<file path="config.mk">
export PLATFORM = sky130hd
export DESIGN_NAME = rvalu_merge
export DESIGN_NICKNAME = d
export VERILOG_FILES = /design/src/hw/rtl/rvalu_pkg.sv /design/src/hw/rtl/rvalu_merge.sv
export SDC_FILE = /design/constraint.sdc
export NUM_CORES = 1
export LEC_CHECK = 0
export BUFFER_PORTS_ARGS = -buffer_cell sky130_fd_sc_hd__buf_2
export CAP_MARGIN = 10
export CORE_MARGIN = 2
export CORE_UTILIZATION = 44
export DETAILED_ROUTE_END_ITERATION = 12
export GPL_TIMING_DRIVEN = 0
export PLACE_DENSITY = 0.81
export SLEW_MARGIN = 40
export SYNTH_ARGS = -nofsm -noshare
export SYNTH_HDL_FRONTEND = slang
export SYNTH_SLANG_ARGS = --single-unit
</file>
<file path="constraint.sdc">
create_clock -name aclk -period 4.7 [get_ports aclk]
set_input_delay 0.94 -clock aclk [delete_from_list [all_inputs] [get_ports aclk]]
set_output_delay 0.94 -clock aclk [all_outputs]
set_load 0.1 [all_outputs]
</file>
<file path="src/hw/rtl/rvalu_pkg.sv">
// shared types, op codes and helpers of the rv64 register alu
package rvalu_pkg;

    localparam int XLEN = 64;
    localparam int HALF = 32;
    localparam int OP_W = 4;
    localparam int S_DATA_W = 136;

    localparam logic [OP_W-1:0] OP_ADD  = 4'd0;
    localparam logic [OP_W-1:0] OP_SUB  = 4'd1;
    localparam logic [OP_W-1:0] OP_SLL  = 4'd2;
    localparam logic [OP_W-1:0] OP_SLT  = 4'd3;
    localparam logic [OP_W-1:0] OP_SLTU = 4'd4;
    localparam logic [OP_W-1:0] OP_XOR  = 4'd5;
    localparam logic [OP_W-1:0] OP_SRL  = 4'd6;
    localparam logic [OP_W-1:0] OP_SRA  = 4'd7;
    localparam logic [OP_W-1:0] OP_OR   = 4'd8;
    localparam logic [OP_W-1:0] OP_AND  = 4'd9;
    localparam logic [OP_W-1:0] OP_MUL  = 4'd10;
    localparam logic [OP_W-1:0] OP_ADDW = 4'd11;
    localparam logic [OP_W-1:0] OP_SUBW = 4'd12;
    localparam logic [OP_W-1:0] OP_SLLW = 4'd13;
    localparam logic [OP_W-1:0] OP_SRLW = 4'd14;
    localparam logic [OP_W-1:0] OP_SRAW = 4'd15;

    typedef struct packed {
        logic [OP_W-1:0] op;
        logic [XLEN-1:0] src_a;
        logic [XLEN-1:0] src_b;
    } rvalu_item_t;

    typedef struct packed {
        logic            is_mul;
        logic [XLEN-1:0] alu_res;
        logic [XLEN-1:0] pp_ll;
        logic [HALF-1:0] pp_lh;
        logic [HALF-1:0] pp_hl;
    } rvalu_exec_t;

    function automatic logic [XLEN-1:0] sext32(input logic [HALF-1:0] v);
        sext32 = {{HALF{v[HALF-1]}}, v};
    endfunction

endpackage

</file>
<file path="src/hw/rtl/rvalu_merge.sv">
// merge stage: sums the partial products and selects the result into the output register
module rvalu_merge
    import rvalu_pkg::*;
(
    input  logic            aclk,
    input  logic            aresetn,
    input  logic            in_valid,
    output logic            in_ready,
    input  rvalu_exec_t     in_data,
    output logic            out_valid,
    input  logic            out_ready,
    output logic [XLEN-1:0] out_result
);

    logic            valid_reg;
    logic [XLEN-1:0] result_reg;
    logic [XLEN-1:0] result_next;
    logic [HALF-1:0] cross_sum;
    logic [XLEN-1:0] product;

    assign in_ready   = !valid_reg || out_ready;
    assign out_valid  = valid_reg;
    assign out_result = result_reg;

    assign cross_sum   = in_data.pp_lh + in_data.pp_hl;
    assign product     = in_data.pp_ll + {cross_sum, {HALF{1'b0}}};
    assign result_next = in_data.is_mul ? product : in_data.alu_res;

    always_ff @(posedge aclk) begin
        if (!aresetn) begin
            valid_reg <= 1'b0;
        end else if (in_ready) begin
            valid_reg <= in_valid;
        end
    end

    always_ff @(posedge aclk) begin
        if (in_ready && in_valid) begin
            result_reg <= result_next;
        end
    end

endmodule
</file>
==> results, run 1 <==
- The number of nets in the synthesized netlist is 878.
- The biggest fanout along the worst timing path is 4.
- The buffer depth of the longest clock path is 2.
- The synthesis-to-finish area growth is 37.35%.
- The path class of the tightest hold or removal check is flop to flop.
- The fraction of layout cells with a size suffix above 1 is 45.33%.
- In the synthesized netlist the async set-or-reset flop fraction comes to 0%.
- The overall die width is 121.4 µm.
- The biggest area contributor in the post-synthesis netlist is sky130_fd_sc_hd__edfxtp_1.
- The tree is rooted in a sky130_fd_sc_hd__clkbuf_16.
- The quantity of I/O buffers inserted on ports is ~260.
- In the routed design, unresolved DRC markers number 0.
- The total overflow left after global routing is 0.
- The largest voltage drop on the vdd net is roughly 180 µV.
- The power per cell area is 394.6 nW/µm².
- Clock-pin slew was measured on the worst setup and hold paths at 0.05 ns.
- For the finished layout, the period the worst path requires is 4.867 ns.
- The final max-slew violation count is 0.
- The final layout contains 1173 nets.
- The relative max-transition margin is between 50% and 60%.
- The floorplan step defined a core boundary enclosing 13350 µm².
- The height of the die is 121.4 µm.
- The insertion delay of the later-clocked pin in the worst-skew pair is 0.32 ns.
- The area of the die is 14730 µm².
- The slew of the pin with the lowest slew margin is just over 0.6 ns.
- The most used flip-flop cell after synthesis is sky130_fd_sc_hd__edfxtp_1.
- The cell area after synthesis is 6061 µm².
- After technology mapping, the gate count stands at 612.
- The Yosys warning count is 0.
- Setup repair after global routing could not meet its margin everywhere.
- For this design, the CTS-stage hold fixing added 0 buffers.
- STA classifies the critical path endpoint as a flop.
- The number of placement rows is 42.
- The achievable clock frequency is 0.2055 GHz.
- The synthesized flop and latch total is 65.
- The number of antenna violations at the first check in global routing came to 2.
- The cell area after placement is about 7600 µm².
- The antenna violation net count after detailed routing is 0.
- The global-route wire length before repair is 25.87 mm.
- After detailed routing, the average wire length per cell comes to about 16 µm.
- The filler cells instantiated in the layout total 1089.
- The pin count of the biggest net entering global routing is 42.
- For this block, the initial DRC count from the detailed router was 364.
- The final design instance area without fill is ~8300 µm².
- Sequential elements use 32.04% of the synthesized area.
- The clock tree synthesis step divided the H-tree into 3 levels.
- The number of hold-slack violations in the final timing report came to 0.
- At the end of the flow the core is filled with cells to 62.36%.
- Data arrives at the worst endpoint at 4.94 ns.
- Prior to clock tree synthesis, the placed netlist has a worst setup slack of -0.7072 ns.
- The via-per-instance ratio is roughly 5.4.
- The data required time at the worst endpoint is 4.77 ns.
- The clock tree from TritonCTS is built.
- The average cell area after synthesis is 9.903 µm².
- The congestion estimate from routability-driven global placement came to about 1.
- The vias after detailed routing is 5863.
- The critical path launch point type is an input port.
- The max-cap check violation count is 0.
- The first TritonRoute pass finished after 4 iterations.
- The run finished, with violations left.
- The final number of setup-violating endpoints is 3.
- The final worst-path cycle share is 103.5%.
- The total power is 0.003285 W.
- Across the routed clock network, the largest skew measured is a little under 0.009 ns.
- In this run, distinct cell masters in the synthesized netlist total 63.
- The number of synthesized flops with an enable pin is 64.
- The final wirelength is 17.67 mm.
- TritonCTS created 9 clock buffers.
- The critical path is of the input port to flop type.
- Across all setup checks in the final design, the least slack found is -0.1666 ns.
- The checks that failed: setup timing.
- The share of synthesized area in the top cell type comes to between 30% and 40%.
- In the post-synthesis netlist, the biggest area contributors are sky130_fd_sc_hd__edfxtp_1 (32%), sky130_fd_sc_hd__ha_1 (14%), sky130_fd_sc_hd__mux2_2 (11%).
- The estimated wirelength of the detail-placed design is 13.95 mm.
- The via count of the first global-routing pass came to 5473.
- The count of clock tree sinks is 65.
- 263 I/O pins were placed.
- The analysis attributes to cell leakage a power of ~3.8 nW.
- The initial core utilization is between 40% and 50%.
- In the global route stage, overall resource usage came out at 22.22%.
-- power breakdown --
group / internal [W] / switching [W] / total [W]
logic: 0.000685 / 0.00123 / 0.00191
registers: 0.000742 / 0.0000163 / 0.000758
clock network: 0.000403 / 0.000211 / 0.000614
total: 0.00183 / 0.00146 / 0.00328
-- registers in the layout (all words and copies together) (netlist names) --
signal,flops
out_result,64
out_valid,1
-- metrics by stage --
step / hold slack (ns) / std cells / setup TNS, ns
finish: 0.5330 / 1089 / -0.2680
global route: 0.6067 / 1089 / -0.8237
CTS: 0.5313 / 1071 / -0.09206
detailed placement: 0.5235 / 1050 / -5.070
global placement: 0.5206 / 1049 / -4.589
floorplan: 1.079 / 612 / -0.1177
-- area by class of cell --
| cell class | instances | area, µm² | share of cell area (%) |
|---|---|---|---|
| multi-input combinational | 515 | 4189 | 50.32 |
| sequential | 65 | 1942 | 23.33 |
| timing repair buffer | 284 | 1518 | 18.23 |
| clock buffer | 11 | 232.7 | 2.796 |
| tap | 176 | 220.2 | 2.645 |
| buffer | 16 | 112.6 | 1.353 |
| inverter | 16 | 60.06 | 0.7215 |
| clock inverter | 4 | 45.04 | 0.5411 |
| antenna | 2 | 5.005 | 0.06012 |
-- path summary, 6_finish.rpt --
kind,from,endpoint,slack (ns),depth (start not counted)
worst min-delay path,out_valid,out_valid,0.53,2
worst min register to register,out_valid,out_valid,0.53,2
worst max-delay path,in_data[1],out_result[63],-0.17,21
worst max register to register,out_valid,out_result[38],3.33,3
-- logic make-up after synthesis --
family / after synthesis / share of synthesized area [%]
AO/OA/AOI/OAI: 175 / 18.70
XOR/XNOR: 57 / 8.237
adder cells (fa/ha/maj): 69 / 14.49
buffers and inverters: 32 / 2.828
flip-flops: 65 / 32.04
multiplexers: 59 / 10.96
AND/OR/NAND/NOR: 155 / 12.74
-- layer usage --
metal,GRT usage [%],vias up,routed length (µm)
li1,-,2915,-
met1,26.58,2684,7155
met2,40.84,226,8974
met3,3.055,38,1051
met4,7.184,0,485
met5,0,-,0
-- cell usage in the layout (no fill, tap or decap), drive strengths merged, types with 16 or more instances in the layout --
cell type / instances
buf: 287
ha: 67
edfxtp: 64
mux2: 59
a21oi: 54
nand2: 48
xnor2: 36
o21ai: 34
nor2: 33
a21o: 28
clkbuf: 24
xor2: 21
nand3: 20
inv: 16
-- Yosys cell counts (5+ instances only) --
cell,n
sky130_fd_sc_hd__nand2b_1,9
sky130_fd_sc_hd__nand4_1,7
sky130_fd_sc_hd__nor2_1,33
sky130_fd_sc_hd__xor2_1,21
sky130_fd_sc_hd__o21a_1,9
sky130_fd_sc_hd__o21ai_0,30
sky130_fd_sc_hd__nor4_1,5
sky130_fd_sc_hd__nand3_1,20
sky130_fd_sc_hd__inv_1,16
sky130_fd_sc_hd__clkbuf_1,10
sky130_fd_sc_hd__mux2_2,59
sky130_fd_sc_hd__ha_1,67
sky130_fd_sc_hd__a31oi_1,8
sky130_fd_sc_hd__edfxtp_1,64
sky130_fd_sc_hd__a211oi_1,6
sky130_fd_sc_hd__a21o_1,24
sky130_fd_sc_hd__a21oi_1,52
sky130_fd_sc_hd__nand2_1,48
sky130_fd_sc_hd__xnor2_1,36
sky130_fd_sc_hd__nor2b_1,7
sky130_fd_sc_hd__o21bai_1,5
-- critical path: stages --
cell,delay [ns]
sky130_fd_sc_hd__buf_2,0.11
sky130_fd_sc_hd__ha_1,0.32
sky130_fd_sc_hd__a211o_1,0.31
sky130_fd_sc_hd__a21oi_2,0.19
sky130_fd_sc_hd__o211ai_1,0.10
sky130_fd_sc_hd__buf_4,0.16
sky130_fd_sc_hd__o21ai_4,0.19
sky130_fd_sc_hd__o21ai_2,0.09
sky130_fd_sc_hd__nand3_1,0.11
sky130_fd_sc_hd__o21ai_1,0.09
sky130_fd_sc_hd__xor2_1,0.32
sky130_fd_sc_hd__ha_1,0.35
sky130_fd_sc_hd__o21a_1,0.12
sky130_fd_sc_hd__o21a_1,0.17
sky130_fd_sc_hd__o22ai_2,0.17
sky130_fd_sc_hd__o221ai_1,0.12
sky130_fd_sc_hd__or2_1,0.26
sky130_fd_sc_hd__a211o_1,0.28
sky130_fd_sc_hd__a21oi_2,0.16
sky130_fd_sc_hd__xnor2_1,0.12
sky130_fd_sc_hd__mux2_4,0.28
-- timing repair --
| item | in CTS | in global routing |
|---|---|---|
| pin swaps | 11 | 22 |
| endpoints found under the hold margin | 0 | 0 |
| gates resized for setup | 20 | 34 |
| endpoints found under the setup margin | 7 | 14 |
| buffers inserted | 6 | 16 |
No activity file was read; power rests on OpenSTA's default activity.
==> inputs of run 2 (changes only) <==
CORE_UTILIZATION = 45   (was 44)
CTS_BUF_LIST = sky130_fd_sc_hd__clkbuf_8   (was unset)
PLACE_DENSITY = 0.82   (was 0.81)
==> results, run 2 (same netlist as run 1, synthesis figures left out) <==
- The number of hold-slack violations in the final timing report was 0 (unchanged).
- The biggest fanout along the worst timing path is 4 (unchanged).
- The post-layout worst setup margin is -0.1531 ns (+0.01343 ns).
- The run finished, with violations left.
- The final number of setup-violating endpoints was 3 (unchanged).
- The cell area after placement was 7641 µm² (unchanged).
- The count of clock tree sinks came to 65 (unchanged).
- The signal on the critical path passes through buf_2 -> ha_1 -> o21a_1 -> a21oi_2 -> o211ai_1 -> buf_4 -> o21ai_4 -> o21ai_2 -> nand3_1 -> o21ai_1 -> xor2_1 -> ha_1 -> o21a_1 -> o21a_1 -> o22ai_2 -> o221ai_1 -> or2_1 -> a211o_1 -> a21oi_2 -> xnor2_2 -> mux2_4.
- The most numerous cell type found on the critical path is sky130_fd_sc_hd__o21a_1.
- STA classifies the critical path startpoint as an input port.
- The final design instance area without fill is 8249 µm² (-0.90%).
- The area of the die is 14410 µm² (-2.1%).
- The type of the setup path with the least slack is input port to flop.
- The weighted congestion at the end of routability-driven global placement came to 0.9549 (-2.5%).
- The DRC marker count from the first detailed-route iteration is 404 (+11%).
- The final core utilization is 62.54% (+0.18 points).
- The level count of the clock H-tree is 3 (unchanged).
- The aggregate global routing overflow is 0 (unchanged).
- In the layout the commonest cells are sky130_fd_sc_hd__buf_2 (257), sky130_fd_sc_hd__edfxtp_1 (64), sky130_fd_sc_hd__ha_1 (61), sky130_fd_sc_hd__mux2_2 (56), sky130_fd_sc_hd__nand2_1 (46).
- The slew of the pin with the lowest slew margin was 0.5953 ns (-0.01214 ns).
- The height of the die is 120.1 µm (-1.1%).
- The fraction of layout cells with a size suffix above 1 is 46.10% (+0.77 points).
- CTS placed an instance of sky130_fd_sc_hd__clkbuf_8 at the clock tree root.
- The power per cell area is 369.1 nW/µm² (-6.5%).
- The pin count of the biggest net entering global routing was 43 (+2.4%).
- The data required time at the worst endpoint is 4.79 ns (+0.02 ns).
- The total inserted antenna cells is 0 (-2).
- The type of element capturing the critical path is a flop.
- The vias after detailed routing was 5827 (-0.61%).
- The final setup TNS was -0.3256 ns (-0.05753 ns).
- The antenna violation net count after detailed routing is 0 (unchanged).
- The global-route wire length before repair is 24.94 mm (-3.6%).
- The worst stage delay on the critical path is 0.38 ns (+0.03 ns).
- The critical path data arrival time came to 4.94 ns (about the same).
- The total power was 0.003045 W (-7.3%).
- The achievable clock frequency is 0.2061 GHz (+0.28%).
- The clock period minus worst slack is 4.853 ns (-0.01343 ns).
- The routed wirelength normalized by instance count is 15.53 µm (-4.3%).
- Setup repair after global routing could not meet its margin everywhere.
- The initial core utilization is 45.95% (+0.54 points).
- The synthesis-to-finish area growth is 36.11%.
- The I/O pin total came to 263 (unchanged).
- The worst path buffer plus inverter count is 2 (unchanged).
- The number of nets at the end of the flow is 1172 (-0.085%).
- The overall global routing resource usage is 21.88% (-0.34 points).
- The slowest stage of the critical path is the sky130_fd_sc_hd__ha_1 cell.
- The overall die width is 120.1 µm (-1.1%).
- The via-per-instance ratio was 5.361 (-0.43%).
- The via count of the first global-routing pass is 5248 (-4.1%).
- The flip-flop count of the largest register, all copies and words added was 64 (unchanged).
- The tightest min-delay check is of the flop to flop type.
- The max-cap check violation count is 0 (unchanged).
- The final wirelength was 16.88 mm (-4.5%).
- The number of placement rows is 42 (unchanged).
- The TritonCTS buffer count came to 9 (unchanged).
- The area of the core region is 13190 µm² (-1.2%).
- The buffer depth of the longest clock path is 2 (unchanged).
- The quantity of I/O buffers inserted on ports is 261 (unchanged).
- The estimated wirelength of the detail-placed design is 13.67 mm (-2.0%).
- The number of antenna violations at the first check in global routing is 0 (-2).
- The number of buffers inserted for hold repair after clock tree synthesis was 0 (unchanged).
- The relative max-transition margin is 60.31% (+0.81 points).
- The pre-CTS worst setup slack is -0.7068 ns (+0.0003840 ns).
- The count of fill cells added during filler insertion is 1095 (+0.55%).
- The commonest non-fill, non-tap cell in the layout is sky130_fd_sc_hd__buf_2.
- The insertion delay of the later-clocked pin in the worst-skew pair is 0.34 ns (+0.02 ns).
- The final max-slew violation count was 0 (unchanged).
- The clock transition time at the flip-flop clock pins of the worst setup and hold paths is 0.07 ns (+0.02 ns).
- The post-detailed-route DRC marker count is 0 (unchanged).
- The number of detailed-routing iterations run before antenna repair is 5 (+1).
- The clock tree from TritonCTS is built.
- The cell family contributing the most delay on the critical path is compound AO/OA/AOI/OAI gates.
- The worst setup skew after layout is 0.005236 ns (-0.003506 ns).
- The checks that failed: setup timing.
- The largest voltage drop on the vdd net is 134.3 µV (-26%).
- The final worst-path cycle share was 103.3% (-0.29 points).
- The static power due to leakage came to 3.819 nW (-0.34%).
==> run 2: cell count changes in the layout (fill, tap and decap cells not counted), moves of 3 or more <==
cell,previous run,this run
sky130_fd_sc_hd__inv_1,15,20
sky130_fd_sc_hd__o21ai_1,9,5
sky130_fd_sc_hd__clkbuf_8,3,13
sky130_fd_sc_hd__o21ai_2,3,6
sky130_fd_sc_hd__clkbuf_16,9,0
sky130_fd_sc_hd__clkbuf_1,12,9
==> run 2: final cells by class <==
class	count	area (µm²)	area share [%]
multi-input combinational	515	4237	51.36
sequential	65	1942	23.54
timing repair buffer	285	1531	18.57
tap	176	220.2	2.669
clock buffer	10	137.6	1.668
buffer	14	97.59	1.183
inverter	16	60.06	0.7280
clock inverter	6	23.77	0.2882
==> run 2: power breakdown <==
part | internal (W) | switching (W) | total [W]
registers | 0.000740 | 0.0000161 | 0.000756
logic | 0.000686 | 0.00122 | 0.00190
clock network | 0.000195 | 0.000189 | 0.000384
total | 0.00162 | 0.00142 | 0.00304
==> run 2: timing repair <==
item                                    4_1_cts  5_1_grt
setup buffers                                10       13
endpoints found under the hold margin         0        0
pin swaps                                    17       33
gates resized for setup                      19       41
endpoints found under the setup margin        5       14
==> run 2: worst min-delay path, cell delays in order, from the launching register on <==
cell and delay (ns):
sky130_fd_sc_hd__dfxtp_1 0.31, sky130_fd_sc_hd__nand2b_1 0.10, sky130_fd_sc_hd__a21boi_0 0.09
==> run 2: metrics by stage <==
stage / hold slack, ns / instances
6_report: 0.5500 / 1087
2_1_floorplan: 1.079 / 612
4_1_cts: 0.5631 / 1076
3_3_place_gp: 0.5148 / 1049
3_5_place_dp: 0.5594 / 1050
5_1_grt: 0.6086 / 1087
==> run 2: path summary, 6_finish.rpt <==
kind               from        endpoint  slack (ns)  cells after the start
min reg2reg   out_valid       out_valid        0.55                      2
max reg2reg   out_valid   out_result[9]        3.32                      3
max          in_data[2]  out_result[63]       -0.15                     21
min           out_valid       out_valid        0.55                      2
==> run 2: metal layers <==
layer / GRT usage (%) / up-vias / wire, µm
met2: 39.91 / 225 / 8578
met4: 8.824 / 0 / 417
met5: 0 / - / 0
met3: 3.707 / 30 / 1031
li1: - / 2902 / -
met1: 25.23 / 2670 / 6851
==> inputs of run 3 (changes only) <==
TNS_END_PERCENT = 50   (was unset)
==> results, run 3 (same netlist as run 1, synthesis figures left out) <==
- The fraction of layout cells with a size suffix above 1 is 47.36% (+1.3 points).
- The number of hold-slack violations in the final timing report is 0 (unchanged).
- The DRC marker count from the first detailed-route iteration is 384 (-5.0%).
- The level count of the clock H-tree is 3 (unchanged).
- The count of clock tree sinks is 65 (unchanged).
- In this run the critical register-to-register path is launched from out_valid.
- The net switching power figure is 0.001439 W (+1.1%).
- The clock transition time at the flip-flop clock pins of the worst setup and hold paths is 0.07 ns (about the same).
- The max-cap check violation count is 0 (unchanged).
- The area of the core region is 13190 µm² (unchanged).
- The commonest non-fill, non-tap cell in the layout is sky130_fd_sc_hd__buf_2.
- The worst stage delay on the critical path came to 0.36 ns (-0.02 ns).
- The worst setup skew after layout is 0.007577 ns (+0.002341 ns).
- The final cell count without fillers is 1086 (-0.092%).
- The cell at the slowest stage of the critical path is sky130_fd_sc_hd__or3_4.
- The final wirelength is 17.73 mm (+5.1%).
- The overall die width was 120.1 µm (unchanged).
- The root buffer selected by CTS is sky130_fd_sc_hd__clkbuf_8.
- The global-route wire length before repair is 26.01 mm (+4.3%).
- The quantity of I/O buffers inserted on ports was 261 (unchanged).
- The largest voltage drop on the vdd net is 116.0 µV (-14%).
- The routed wirelength normalized by instance count is 16.33 µm (+5.2%).
- The overall global routing resource usage is 22.70% (+0.82 points).
- STA classifies the critical path endpoint as a flop.
- The pre-CTS worst setup slack came to -0.7825 ns (-0.07573 ns).
- The flip-flop count of the largest register, all copies and words added is 64 (unchanged).
- The post-layout worst setup margin is -0.1028 ns (+0.05034 ns).
- The number of placement rows is 42 (unchanged).
- The area of the die is 14410 µm² (unchanged).
- The post-detailed-route DRC marker count is 0 (unchanged).
- The flow ran to the end, but the final reports show violations.
- TritonCTS built the clock tree.
- The relative max-transition margin is 59.42% (-0.89 points).
- The slew of the pin with the lowest slew margin is 0.6087 ns (+0.01334 ns).
- The signal on the critical path passes through buf_6 -> ha_4 -> a21o_1 -> or3_4 -> o21ai_4 -> nand2_2 -> a21oi_4 -> o21ai_2 -> nor4_2 -> nor3_2 -> xor2_1 -> ha_1 -> o21a_1 -> o21a_1 -> o22ai_4 -> o221ai_2 -> or2_4 -> a211o_1 -> a21oi_2 -> xnor2_2 -> mux2_4.
- The tightest min-delay check is of the flop to flop type.
- The number of nets at the end of the flow is 1171 (-0.085%).
- The number of detailed-routing iterations run before antenna repair is 6 (+1).
- The sequential share of power is 24.4% (-0.4 points).
- The aggregate global routing overflow is 0 (unchanged).
- The power per cell area came to 372.6 nW/µm² (+0.96%).
- The total area of sequential cells came to 1942 µm² (unchanged).
- The height of the die is 120.1 µm (unchanged).
- The total inserted antenna cells was 0 (unchanged).
- The type of the setup path with the least slack is input port to flop.
- The initial core utilization is 45.95% (unchanged).
- The final reports fail on setup timing.
- The clock share of power is 13.9% (+1.3 points).
- The critical path startpoint is in_data[37].
- The insertion delay of the later-clocked pin in the worst-skew pair came to 0.33 ns (about the same).
- The data required time at the worst endpoint is 4.79 ns (about the same).
- The switching part of the total power is 46.57% (-0.17 points).
- The cell internal power dissipation is 0.001651 W (+1.8%).
- The count of fill cells added during filler insertion is 1114 (+1.7%).
- The final worst-path cycle share was 102.2% (-1.1 points).
- The worst reg-to-reg setup slack was 3.29 ns (-0.03 ns).
- The cell count of the worst reg-to-reg path is 3 (unchanged).
- The cell occurring most often along the worst timing path is sky130_fd_sc_hd__o21a_1.
- Following the worst setup path forward leads to its endpoint at out_result[63].
- The critical path launch point type is an input port.
- The pin count of the biggest net entering global routing is 42 (-2.3%).
- The estimated wirelength of the detail-placed design was 13.99 mm (+2.3%).
- The total power is 0.003090 W (+1.5%).
- The cell count after placement is 1050 (unchanged).
- The I/O pin total is 263 (unchanged).
- The final max-slew violation count came to 0 (unchanged).
- The capture instance of the worst register-to-register path is out_result[47].
- From synthesis to final layout, the design area changed by 36.83%.
- The critical path data arrival time is 4.89 ns (-0.05 ns).
- The static power due to leakage is 3.771 nW (-1.3%).
- The weighted congestion at the end of routability-driven global placement is 0.9482 (-0.70%).
- The buffer depth of the longest clock path is 2 (unchanged).
- The multi-input gate area in the final layout is 4288 µm² (+1.2%).
- The clock period minus worst slack was 4.803 ns (-0.05034 ns).
- The relative contribution of combinational cells to total power is 61.7% (-0.9 points).
- Setup repair after global routing could not meet its margin everywhere.
- The biggest fanout along the worst timing path was 3 (-1).
- The vias after detailed routing is 5911 (+1.4%).
- The via-per-instance ratio was 5.443 (+1.5%).
- The smallest hold slack is 0.5581 ns (+0.008103 ns).
- In the layout the commonest cells are sky130_fd_sc_hd__buf_2 (258), sky130_fd_sc_hd__edfxtp_1 (64), sky130_fd_sc_hd__mux2_2 (58), sky130_fd_sc_hd__ha_1 (54), sky130_fd_sc_hd__nand2_1 (46).
- The final design instance area without fill was 8293 µm² (+0.53%).
- The via count of the first global-routing pass is 5453 (+3.9%).
- The number of antenna violations at the first check in global routing is 0 (unchanged).
- The antenna violation net count after detailed routing is 0 (unchanged).
- The cell area after placement came to 7640 µm² (about the same).
- The final number of setup-violating endpoints is 1 (-2).
- The achievable clock frequency came to 0.2082 GHz (+1.0%).
- The TritonCTS buffer count was 9 (unchanged).
## run 3: area by class of cell
cell class / count / area share, %
Buffer: 15 / 1.222
Tap cell: 176 / 2.655
Inverter: 16 / 0.7242
Clock inverter: 7 / 0.6639
Multi-Input combinational cell: 515 / 51.70
Clock buffer: 9 / 1.494
Timing Repair Buffer: 283 / 18.12
Sequential cell: 65 / 23.42
## run 3: critical path, delay by kind of cell
family	cells	cell delay, ns
AND/OR/NAND/NOR	5	0.98
AO/OA/AOI/OAI	10	1.75
multiplexers	1	0.27
adder cells (fa/ha/maj)	2	0.58
XOR/XNOR	2	0.28
buffers and inverters	1	0.10
## run 3: power by group through the flow
stage / Clock [W] / Sequential (W) / Combinational [W]
2_1_floorplan: 0 / 0.00128 / 0.000863
3_3_place_gp: 0 / 0.000768 / 0.00172
3_5_place_dp: 0 / 0.000768 / 0.00174
4_1_cts: 0.000442 / 0.000756 / 0.00179
5_1_grt: 0.000464 / 0.000760 / 0.00203
6_report: 0.000429 / 0.000755 / 0.00191
## run 3: repair_timing
action / 4_1_cts / 5_1_grt
gates cloned: 0 / 0
setup endpoints to repair: 6 / 15
gates resized for setup: 22 / 44
pin swaps: 20 / 42
hold buffers: 0 / 0
buffers inserted: 8 / 13
## run 3: worst min path at each step
stage	from	to	slack, ns	cells past startpoint
floorplan	in_valid	out_valid	1.08	2
finish	out_valid	out_valid	0.56	2
CTS	out_valid	out_valid	0.57	2
detailed placement	out_valid	out_valid	0.56	2
global placement	out_valid	out_valid	0.56	2
global route	out_valid	out_valid	0.62	2
## run 3: stage by stage
stage | utilization [%] | TNS (ns)
2_1_floorplan | - | -0.1807
3_3_place_gp | 57.75 | -4.744
3_5_place_dp | 57.92 | -5.214
4_1_cts | 60.47 | -0.2043
5_1_grt | 62.87 | -0.3863
6_report | 62.87 | -0.1028
## run 3: layer usage
| layer | track usage, % | part of all wire [%] | vias to the layer above |
|---|---|---|---|
| li1 | - | - | 2901 |
| met1 | 26.43 | 40 | 2683 |
| met2 | 41.23 | 50 | 267 |
| met3 | 2.757 | 6.3 | 60 |
| met4 | 10.59 | 3.9 | 0 |
| met5 | 0 | 0 | - |
